**config.mk**
```make
export PLATFORM = sky130hd
export DESIGN_NAME = card_whitelist_log_engine
export DESIGN_NICKNAME = d
export VERILOG_FILES = /design/src/rtl/core/cwl_pkg.sv /design/src/rtl/core/cwl_crc.sv /design/src/rtl/core/cwl_table.sv /design/src/rtl/core/card_whitelist_log_engine.sv
export SDC_FILE = /design/constraint.sdc
export NUM_CORES = 2
export LEC_CHECK = 0
export ABC_AREA = 1
export BUFFER_PORTS_ARGS = -buffer_cell sky130_fd_sc_hd__buf_2
export CORE_MARGIN = 2
export CORE_UTILIZATION = 50
export CTS_CLUSTER_DIAMETER = 120
export CTS_CLUSTER_SIZE = 20
export DETAILED_ROUTE_END_ITERATION = 10
export PLACE_DENSITY_LB_ADDON = 0.1
export SKIP_CTS_REPAIR_TIMING = 1
export SKIP_LAST_GASP = 1
export SLEW_MARGIN = 20
export SYNTH_ARGS = -nofsm -noshare
export SYNTH_HDL_FRONTEND = slang
export SYNTH_SLANG_ARGS = --single-unit
export TNS_END_PERCENT = 30
```
**constraint.sdc**
```tcl
create_clock -name i_clk -period 4.65 [get_ports i_clk]
set_input_delay 0.6975 -clock i_clk [delete_from_list [all_inputs] [get_ports i_clk]]
set_output_delay 0.6975 -clock i_clk [all_outputs]
set_load 0.01 [all_outputs]
```
**src/rtl/core/cwl_pkg.sv**
```systemverilog
// Shared types and constants for the card whitelist and log engine.
`timescale 1ns / 1ps
`default_nettype none

package cwl_pkg;

    // Request codes
    localparam logic [1:0] REQ_REPLAY = 2'd0;
    localparam logic [1:0] REQ_CHECK  = 2'd1;
    localparam logic [1:0] REQ_ADD    = 2'd2;
    localparam logic [1:0] REQ_REMOVE = 2'd3;

    // Status codes
    localparam logic [2:0] ST_OK        = 3'd0;
    localparam logic [2:0] ST_NOT_FOUND = 3'd1;
    localparam logic [2:0] ST_ERASED    = 3'd2;
    localparam logic [2:0] ST_BAD_MAGIC = 3'd3;
    localparam logic [2:0] ST_BAD_CRC   = 3'd4;
    localparam logic [2:0] ST_IGNORED   = 3'd5;

    // Configuration register indexes and reset values
    localparam logic [1:0] REG_MAGIC  = 2'd0;
    localparam logic [1:0] REG_OP_ADD = 2'd1;
    localparam logic [1:0] REG_OP_DEL = 2'd2;
    localparam logic [7:0] RST_MAGIC  = 8'h54;
    localparam logic [7:0] RST_OP_ADD = 8'h01;
    localparam logic [7:0] RST_OP_DEL = 8'h02;

    // CRC-16-CCITT over a ten byte record, a digit of two bits per cycle
    localparam int          MSG_BITS  = 80;
    localparam int          CRC_DIGIT = 2;
    localparam int          CRC_STEPS = MSG_BITS / CRC_DIGIT;
    localparam logic [15:0] CRC_INIT  = 16'hFFFF;
    localparam logic [15:0] CRC_POLY  = 16'h1021;
    localparam logic [7:0]  PAD_FILL  = 8'hFF;

    typedef struct packed {
        logic [1:0]  req_type;
        logic [39:0] card_uid;
        logic [7:0]  rec_magic;
        logic [7:0]  rec_op;
        logic [7:0]  rec_pad;
        logic [15:0] rec_seq;
        logic [15:0] rec_crc;
    } t_req;

    typedef struct packed {
        logic [2:0]  status;
        logic        found;
        logic        log_write;
        logic [7:0]  log_op;
        logic [15:0] log_seq;
        logic [15:0] log_crc;
        logic [5:0]  card_count;
    } t_res;

    // Table update command
    typedef struct packed {
        logic set;
        logic clr;
    } t_tbl_cmd;

    // Outcome of a table scan
    typedef struct packed {
        logic done;
        logic hit;
        logic has_free;
    } t_scan_flags;

endpackage

`default_nettype wire

```
**src/rtl/core/cwl_crc.sv**
```systemverilog
// Digit-serial CRC-16-CCITT unit over one ten byte record.
`timescale 1ns / 1ps
`default_nettype none

module cwl_crc (
    input  wire logic                         i_clk,
    input  wire logic                         i_rst_n,
    input  wire logic                         i_start,
    input  wire logic [cwl_pkg::MSG_BITS-1:0] i_msg,
    output logic                              o_done,
    output logic [15:0]                       o_crc
);
    import cwl_pkg::*;

    localparam int CW = $clog2(CRC_STEPS + 1);

    logic [MSG_BITS-1:0] r_msg;
    logic [15:0]         r_crc;
    logic [15:0]         n_crc;
    logic [CW-1:0]       r_cnt;
    logic                r_run;
    logic                r_done;

    // Two message bits per cycle, MSB of each byte first
    always_comb begin
        logic fb;
        n_crc = r_crc;
        for (int k = 0; k < CRC_DIGIT; k++) begin
            fb    = n_crc[15] ^ r_msg[MSG_BITS-1-k];
            n_crc = {n_crc[14:0], 1'b0} ^ (fb ? CRC_POLY : 16'h0000);
        end
    end

    // Control
    always_ff @(posedge i_clk) begin
        if (!i_rst_n) begin
            r_run  <= 1'b0;
            r_done <= 1'b0;
            r_cnt  <= '0;
        end else begin
            r_done <= 1'b0;
            if (i_start) begin
                r_run <= 1'b1;
                r_cnt <= CW'(CRC_STEPS);
            end else if (r_run) begin
                r_cnt <= r_cnt - CW'(1);
                if (r_cnt == CW'(1)) begin
                    r_run  <= 1'b0;
                    r_done <= 1'b1;
                end
            end
        end
    end

    // Shift register and remainder
    always_ff @(posedge i_clk) begin
        if (i_start) begin
            r_msg <= i_msg;
            r_crc <= CRC_INIT;
        end else if (r_run) begin
            r_msg <= r_msg << CRC_DIGIT;
            r_crc <= n_crc;
        end
    end

    assign o_done = r_done;
    assign o_crc  = r_crc;

endmodule

`default_nettype wire

```
**src/rtl/core/cwl_table.sv**
```systemverilog
// Whitelist store with valid marks and a one-entry-per-cycle scan.
`timescale 1ns / 1ps
`default_nettype none

module cwl_table #(
    parameter int TABLE_DEPTH = 32,
    parameter int IDXW        = 5,
    parameter int CNTW        = 6
) (
    input  wire logic                  i_clk,
    input  wire logic                  i_rst_n,
    input  wire logic                  i_start,
    input  wire logic [39:0]           i_uid,
    input  wire cwl_pkg::t_tbl_cmd     i_cmd,
    input  wire logic [IDXW-1:0]       i_idx,
    output cwl_pkg::t_scan_flags       o_flags,
    output logic [IDXW-1:0]            o_hit_idx,
    output logic [IDXW-1:0]            o_free_idx,
    output logic [CNTW-1:0]            o_count
);
    import cwl_pkg::*;

    logic [39:0]            mem [TABLE_DEPTH];
    logic [TABLE_DEPTH-1:0] r_valid;
    logic [CNTW-1:0]        r_count;
    logic [CNTW-1:0]        r_ptr;
    logic                   r_scan;
    logic                   r_pend;
    logic                   r_done;
    logic                   r_hit;
    logic                   r_free;
    logic [IDXW-1:0]        r_hit_idx;
    logic [IDXW-1:0]        r_free_idx;
    logic [39:0]            r_rd_data;
    logic                   r_rd_vld;
    logic [IDXW-1:0]        r_rd_idx;
    logic                   ptr_live;

    assign ptr_live = r_ptr < CNTW'(TABLE_DEPTH);

    // Store write
    always_ff @(posedge i_clk) begin
        if (i_cmd.set) begin
            mem[i_idx] <= i_uid;
        end
    end

    // Registered read of the entry under the scan pointer
    always_ff @(posedge i_clk) begin
        r_rd_data <= mem[r_ptr[IDXW-1:0]];
        r_rd_vld  <= r_valid[r_ptr[IDXW-1:0]];
        r_rd_idx  <= r_ptr[IDXW-1:0];
    end

    // Scan control, match and free-slot tracking, valid marks
    always_ff @(posedge i_clk) begin
        if (!i_rst_n) begin
            r_scan  <= 1'b0;
            r_pend  <= 1'b0;
            r_done  <= 1'b0;
            r_ptr   <= '0;
            r_hit   <= 1'b0;
            r_free  <= 1'b0;
            r_valid <= '0;
            r_count <= '0;
        end else begin
            r_done <= 1'b0;
            r_pend <= r_scan && ptr_live;
            if (i_start) begin
                r_scan <= 1'b1;
                r_ptr  <= '0;
                r_hit  <= 1'b0;
                r_free <= 1'b0;
            end else if (r_scan) begin
                if (ptr_live) begin
                    r_ptr <= r_ptr + CNTW'(1);
                end else if (!r_pend) begin
                    r_scan <= 1'b0;
                    r_done <= 1'b1;
                end
            end
            // lowest valid match and lowest free entry win
            if (r_pend) begin
                if (r_rd_vld && (r_rd_data == i_uid) && !r_hit) begin
                    r_hit     <= 1'b1;
                    r_hit_idx <= r_rd_idx;
                end
                if (!r_rd_vld && !r_free) begin
                    r_free     <= 1'b1;
                    r_free_idx <= r_rd_idx;
                end
            end
            if (i_cmd.set) begin
                r_valid[i_idx] <= 1'b1;
                r_count        <= r_count + CNTW'(1);
            end else if (i_cmd.clr) begin
                r_valid[i_idx] <= 1'b0;
                r_count        <= r_count - CNTW'(1);
            end
        end
    end

    assign o_flags.done     = r_done;
    assign o_flags.hit      = r_hit;
    assign o_flags.has_free = r_free;
    assign o_hit_idx        = r_hit_idx;
    assign o_free_idx       = r_free_idx;
    assign o_count          = r_count;

endmodule

`default_nettype wire

```
**src/rtl/core/card_whitelist_log_engine.sv**
```systemverilog
// Top level of the card whitelist and log engine.
// Usage: drive a request on i_req and raise start; the transaction is taken
// at a rising edge with start high and busy low. busy stays high until the
// result is produced. Each request gives exactly one result, shown on o_res
// for one cycle with o_res_vld high; the receiver cannot stall it.
// The table scan (one entry per cycle) and the CRC unit (two message bits
// per cycle) run side by side from the accepting edge; the result is
// registered once both have finished. One request is worked on at a time;
// a new one may be started in the cycle the result shows. Configuration:
// i_cfg_we writes register i_cfg_idx (0 record magic, 1 add op code, 2
// delete op code) from the low byte of i_cfg_wdata. The user must write
// only while busy is low; the block itself does not enforce this. Indexes
// beyond the list are ignored.
// Reset (synchronous, active low) clears all valid marks, the sequence,
// the replay-ended flag and the count, and restores the register defaults.
// Entry contents need no clearing: an entry is only compared when valid.
`timescale 1ns / 1ps
`default_nettype none

module card_whitelist_log_engine #(
    parameter int TABLE_DEPTH = 32
) (
    input  wire logic          i_clk,
    input  wire logic          i_rst_n,
    input  wire logic          start,
    output logic               busy,
    input  wire cwl_pkg::t_req i_req,
    output cwl_pkg::t_res      o_res,
    output logic               o_res_vld,
    input  wire logic          i_cfg_we,
    input  wire logic [1:0]    i_cfg_idx,
    input  wire logic [7:0]    i_cfg_wdata
);
    import cwl_pkg::*;

    localparam int IDXW = (TABLE_DEPTH > 1) ? $clog2(TABLE_DEPTH) : 1;
    localparam int CNTW = $clog2(TABLE_DEPTH + 1);

    typedef enum logic [1:0] {
        S_IDLE = 2'b01,
        S_WORK = 2'b10
    } t_state;

    t_state              r_state;
    t_req                r_req;
    t_res                r_res;
    t_res                n_res;
    logic                r_res_vld;
    logic [15:0]         r_last_seq;
    logic [15:0]         n_last_seq;
    logic                r_ended;
    logic                n_ended;
    logic [7:0]          r_cfg_magic;
    logic [7:0]          r_cfg_add;
    logic [7:0]          r_cfg_del;
    logic                r_crc_fin;
    logic                r_scan_fin;

    logic                accept;
    logic                apply;
    logic [15:0]         seq_inc;
    logic [7:0]          live_op;
    logic [MSG_BITS-1:0] crc_msg;
    logic                crc_done;
    logic [15:0]         crc_val;
    t_tbl_cmd            cmd;
    logic [IDXW-1:0]     cmd_idx;
    t_scan_flags         flags;
    logic [IDXW-1:0]     hit_idx;
    logic [IDXW-1:0]     free_idx;
    logic [CNTW-1:0]     count;
    logic [CNTW-1:0]     count_after;
    logic                erased;

    // Record bytes in CRC order: magic, op, id bytes 0..4, pad, seq low, high
    function automatic logic [MSG_BITS-1:0] record_msg(
        input logic [7:0]  magic,
        input logic [7:0]  op,
        input logic [39:0] uid,
        input logic [7:0]  pad,
        input logic [15:0] seq
    );
        return {magic, op, uid[7:0], uid[15:8], uid[23:16], uid[31:24],
                uid[39:32], pad, seq[7:0], seq[15:8]};
    endfunction

    assign busy    = (r_state != S_IDLE);
    assign accept  = start && (r_state == S_IDLE);
    assign seq_inc = r_last_seq + 16'd1;
    assign live_op = (i_req.req_type == REQ_ADD) ? r_cfg_add : r_cfg_del;

    // CRC message: stored record on replay, the record to append otherwise
    assign crc_msg = (i_req.req_type == REQ_REPLAY)
        ? record_msg(i_req.rec_magic, i_req.rec_op, i_req.card_uid,
                     i_req.rec_pad, i_req.rec_seq)
        : record_msg(r_cfg_magic, live_op, i_req.card_uid, PAD_FILL, seq_inc);

    cwl_crc u_crc (
        .i_clk   (i_clk),
        .i_rst_n (i_rst_n),
        .i_start (accept),
        .i_msg   (crc_msg),
        .o_done  (crc_done),
        .o_crc   (crc_val)
    );

    cwl_table #(
        .TABLE_DEPTH (TABLE_DEPTH),
        .IDXW        (IDXW),
        .CNTW        (CNTW)
    ) u_table (
        .i_clk      (i_clk),
        .i_rst_n    (i_rst_n),
        .i_start    (accept),
        .i_uid      (r_req.card_uid),
        .i_cmd      (cmd),
        .i_idx      (cmd_idx),
        .o_flags    (flags),
        .o_hit_idx  (hit_idx),
        .o_free_idx (free_idx),
        .o_count    (count)
    );

    assign apply  = (r_state == S_WORK) && r_crc_fin && r_scan_fin;
    assign erased = (&r_req.rec_magic) && (&r_req.rec_op) && (&r_req.card_uid)
                 && (&r_req.rec_pad) && (&r_req.rec_seq) && (&r_req.rec_crc);

    // Decide the outcome once both the CRC and the scan are finished
    always_comb begin
        cmd        = '0;
        n_res      = '0;
        n_res.status = ST_OK;
        n_last_seq = r_last_seq;
        n_ended    = r_ended;
        if (apply) begin
            unique case (r_req.req_type)
                REQ_REPLAY: begin
                    priority if (r_ended) begin
                        n_res.status = ST_IGNORED;
                    end else if (erased) begin
                        n_res.status = ST_ERASED;
                        n_ended      = 1'b1;
                    end else if (r_req.rec_magic != r_cfg_magic) begin
                        n_res.status = ST_BAD_MAGIC;
                        n_ended      = 1'b1;
                    end else if (crc_val != r_req.rec_crc) begin
                        n_res.status = ST_BAD_CRC;
                        n_ended      = 1'b1;
                    end else begin
                        if (r_req.rec_seq > r_last_seq) begin
                            n_last_seq = r_req.rec_seq;
                        end
                        priority if (r_req.rec_op == r_cfg_add) begin
                            cmd.set = !flags.hit && flags.has_free;
                        end else if (r_req.rec_op == r_cfg_del) begin
                            cmd.clr = flags.hit;
                        end else begin
                            cmd = '0;
                        end
                    end
                end
                REQ_CHECK: begin
                    n_res.found = flags.hit;
                end
                REQ_ADD: begin
                    cmd.set         = !flags.hit && flags.has_free;
                    n_last_seq      = seq_inc;
                    n_res.log_write = 1'b1;
                    n_res.log_op    = r_cfg_add;
                    n_res.log_seq   = seq_inc;
                    n_res.log_crc   = crc_val;
                end
                REQ_REMOVE: begin
                    if (flags.hit) begin
                        cmd.clr         = 1'b1;
                        n_last_seq      = seq_inc;
                        n_res.log_write = 1'b1;
                        n_res.log_op    = r_cfg_del;
                        n_res.log_seq   = seq_inc;
                        n_res.log_crc   = crc_val;
                    end else begin
                        n_res.status = ST_NOT_FOUND;
                    end
                end
                default: begin
                    n_res.status = ST_OK;
                end
            endcase
        end
        count_after      = count + CNTW'(cmd.set) - CNTW'(cmd.clr);
        n_res.card_count = 6'(count_after);
    end

    assign cmd_idx = cmd.set ? free_idx : hit_idx;

    // Sequencing, state and result register
    always_ff @(posedge i_clk) begin
        if (!i_rst_n) begin
            r_state    <= S_IDLE;
            r_res_vld  <= 1'b0;
            r_last_seq <= '0;
            r_ended    <= 1'b0;
            r_crc_fin  <= 1'b0;
            r_scan_fin <= 1'b0;
        end else begin
            r_res_vld <= 1'b0;
            if (crc_done) begin
                r_crc_fin <= 1'b1;
            end
            if (flags.done) begin
                r_scan_fin <= 1'b1;
            end
            unique case (r_state)
                S_IDLE: begin
                    if (accept) begin
                        r_state    <= S_WORK;
                        r_crc_fin  <= 1'b0;
                        r_scan_fin <= 1'b0;
                    end
                end
                S_WORK: begin
                    if (apply) begin
                        r_state    <= S_IDLE;
                        r_res_vld  <= 1'b1;
                        r_last_seq <= n_last_seq;
                        r_ended    <= n_ended;
                    end
                end
                default: begin
                    r_state <= S_IDLE;
                end
            endcase
        end
    end

    // Transaction payload registers
    always_ff @(posedge i_clk) begin
        if (accept) begin
            r_req <= i_req;
        end
        if (apply) begin
            r_res <= n_res;
        end
    end

    // Configuration registers
    always_ff @(posedge i_clk) begin
        if (!i_rst_n) begin
            r_cfg_magic <= RST_MAGIC;
            r_cfg_add   <= RST_OP_ADD;
            r_cfg_del   <= RST_OP_DEL;
        end else if (i_cfg_we) begin
            unique case (i_cfg_idx)
                REG_MAGIC:  r_cfg_magic <= i_cfg_wdata;
                REG_OP_ADD: r_cfg_add   <= i_cfg_wdata;
                REG_OP_DEL: r_cfg_del   <= i_cfg_wdata;
                default: begin
                    r_cfg_magic <= r_cfg_magic;
                end
            endcase
        end
    end

    assign o_res     = r_res;
    assign o_res_vld = r_res_vld;

endmodule

`default_nettype wire

```
==> summary.md <==
| Metric | Value |
|---|---|
| Status | `complete, no violations` |
| Seq/Total Area, Yosys | `73.0%` |
| Min cycle time layout | `3.92 ns` |
| IO Port Bufs | `164` |
| Gpl congestion | `0.872` |
| CP Launch Type | `register` |
| Total iterations of the first detailed-routing run | `6` |
| Synth area leader | `edfxtp_1` |
| Asr flop ratio synth | `0%` |
| Primary FF master, synth | `edfxtp_1` |
| Logic pwr share | `6.6%` |
| Maximum VDD drop | `0.000315 V` |
| TritonCTS Buffers | `94` |
| CTS root buf | `clkbuf_16` |
| Hold WC Path Type | `in -> reg` |
| CTS tree | `yes` |
| Max-Slew Margin vs Limit | `29.1%` |
| Initial DRC Count | `5327` |
| Gr usage total | `27.7%` |
| Initial antenna violation count | `7` |
| YS warnings | `0` |
| Min Hold Slack | `0.147 ns` |
| Final setup fails | `0` |
| P_int | `21.2 mW` |
| Leading cell type in the layout, fill and taps excluded | `edfxtp_1` |
| Final WL | `about 190000 um` |
| Cell count after synthesis | `approximately 5.4k` |
| Synthesized area | `67000 um2` |
| Clock Skew | `0.0326 ns` |
| Most frequent cells in the layout | `1519 x edfxtp_1, 809 x o21ai_0, 796 x nor2_1, 631 x nand2_1, 225 x o22ai_1` |
| Slew Limit Fails | `0` |
| Crit Path Class | `reg -> reg` |
| RSZ-0062 raised after global routing | `no` |
| Worst-Margin Slew | `1.06 ns` |
| Syn avg cell area | `12.3 um2` |
| Via Count | `44.1k` |
| Switching power | `6.31 mW` |
| CP endpoint kind | `register` |
| PD cells | `376 nW/um2` |
| Clock group share of total power | `31.9%` |
| Critical path required time | `4.79 ns` |
| Final period util | `between 80% and 90%` |
| Final Hold Fails | `0` |
| Reg power frac | `between 60 and 70%` |
| Cell variety after synth | `51` |
| Clock latency on the worst-skew pair | `0.72 ns` |
| IO Count | `approximately 170` |
| Yosys top cell area share | `68.1%` |
| Peak fanout along the critical path | `40` |
| Final TNS setup | `0 ns` |
| Worst hold stages | `1` |
| Initial core utilization | `just over 50%` |
| Sw Ratio | `22.9%` |
| Vert. Die Dim | `370 um` |
| Wire length per cell | `26.1 um` |
| Crit path DAT | `a little over 4 ns` |
| Synth top area cells | `edfxtp_1 68%, o21ai_0 6.0%, dfxtp_1 4.9%` |
| Leak Pwr | `between 20 and 25 nW` |
| Vias in the first global route | `42.0k` |
| Core Box Area | `133000 um2` |
| Post-synth EDFFs | `1519` |
| Largest net degree at the start of global routing | `191` |
| P&R area growth vs syn | `9.22%` |
| Worst R2R Path Depth | `14` |
| Net count, final | `5663` |
| CTS Buffer Depth | `3` |
| H-tree depth | `3` |
| Synth Register Bits | `1684` |
| Reg clk slew, reported paths | `0.09 ns` |
| Antenna Nets Post-Route | `0` |
| Drt drc | `0` |
| Floorplan row count | `134` |
| Fmax | `0.255 GHz` |
| Syn nets | `5592` |
| DP HPWL | `116000 um` |
| Share of cells above drive strength 1 | `9.15%` |
| Vias per cell | `6.00` |
| First-pass GRT wire length | `281000 um` |
| Die width | `370 um` |
| Max Cap Viol | `0` |
| Die ar. | `137000 um2` |
| Clock sink count | `1684` |
| Total gr overflow | `0` |
per-stage QoR:
stage	instance area (um2)	setup WS (ns)	util, %	power, mW	instances
after floorplan	67000	0.0402	-	18.3	5443
after global placement	70500	0.749	52.9	19.1	7186
after detailed placement	70500	0.627	52.9	19.1	7186
after CTS	73200	0.668	54.9	27.6	7351
after global routing	73200	0.475	54.9	28.3	7353
final	73200	0.734	54.9	27.5	7353
routing by layer:
metal	vias to the layer above	GRT usage [%]	routed length, um
met5	-	0	37
met4	6	8.64	6160
li1	19885	-	-
met2	1850	43.4	88800
met3	297	4.48	15300
met1	22062	39.8	81500
power groups by stage:
stage / registers [mW] / clock network [mW] / logic, mW
finish: 16.9 / 8.77 / 1.81
detailed placement: 17.3 / 0 / 1.80
global route: 17.0 / 9.37 / 1.99
CTS: 16.9 / 8.90 / 1.81
global placement: 17.3 / 0 / 1.80
floorplan: 17.4 / 0 / 0.951
kinds of logic after synthesis:
kind of cell / synth area share, %
AND/OR/NAND/NOR: 10.6
flip-flops: 73.0
AO/OA/AOI/OAI: 11.8
buffers and inverters: 3.38
XOR/XNOR: 0.523
adder cells (fa/ha/maj): 0.713
registers in the layout, summed over array words and instances, names as in the netlist, 2 cells and up, named ones only:
signal,count
u_table.o_hit_idx,5
r_last_seq,16
u_table.r_rd_data,40
u_crc.r_msg,80
u_table.o_free_idx,5
u_table.r_rd_idx,5
r_req,98
u_table.mem,1280
r_cfg_add,8
u_table.r_ptr,6
r_state,2
u_crc.o_crc,16
o_res,51
r_cfg_del,8
u_table.o_count,6
r_cfg_magic,8
u_crc.r_cnt,6
Yosys cell counts, drive strengths merged (35+ instances only):
cell	n
ha	35
nand2	640
nor2	811
o22ai	225
o221ai	131
a21oi	101
inv	257
nand4	62
nand3	171
dfxtp	165
edfxtp	1519
clkbuf	299
o211ai	57
o21ai	813
area by class of cell:
| type | count | area, um2 |
|---|---|---|
| fillers | 11183 | 60100 |
| multi-input cells | 3168 | 15900 |
| well taps | 1768 | 2210 |
| flip-flops and latches | 1684 | 48900 |
| diodes | 2 | 5.00 |
| inverters | 260 | 1020 |
| clock buffers | 161 | 2670 |
| clock inverters | 4 | 57.6 |
| repair buffers | 306 | 2420 |
critical path, stage by stage (launching register included):
cell and delay [ns]:
edfxtp_1 0.37, nand2_1 0.06, nor2_1 0.25, nand2_1 0.09, nor2_1 0.25, nand2_1 0.16
nor2_1 0.17, nand2_1 0.11, nand4_2 0.12, nand2_4 0.10, nand2_8 0.18, inv_2 0.20
buf_4 0.26, nand3_1 0.16, clkinv_2 0.80
worst paths after layout:
| check | start | end | slack (ns) |
|---|---|---|---|
| min | i_req[8] | r_req[8]$_DFFE_PP_ | 0.15 |
| max | r_req[60]$_DFFE_PP_ | u_table.mem[20][27]$_DFFE_PP_ | 0.73 |
| max reg2reg | r_req[60]$_DFFE_PP_ | u_table.mem[20][27]$_DFFE_PP_ | 0.73 |
| min reg2reg | u_table.r_rd_idx[2]$_DFF_P_ | u_table.o_free_idx[2]$_DFFE_PP_ | 0.43 |
Note: power is estimated with default switching activity, not from simulation.
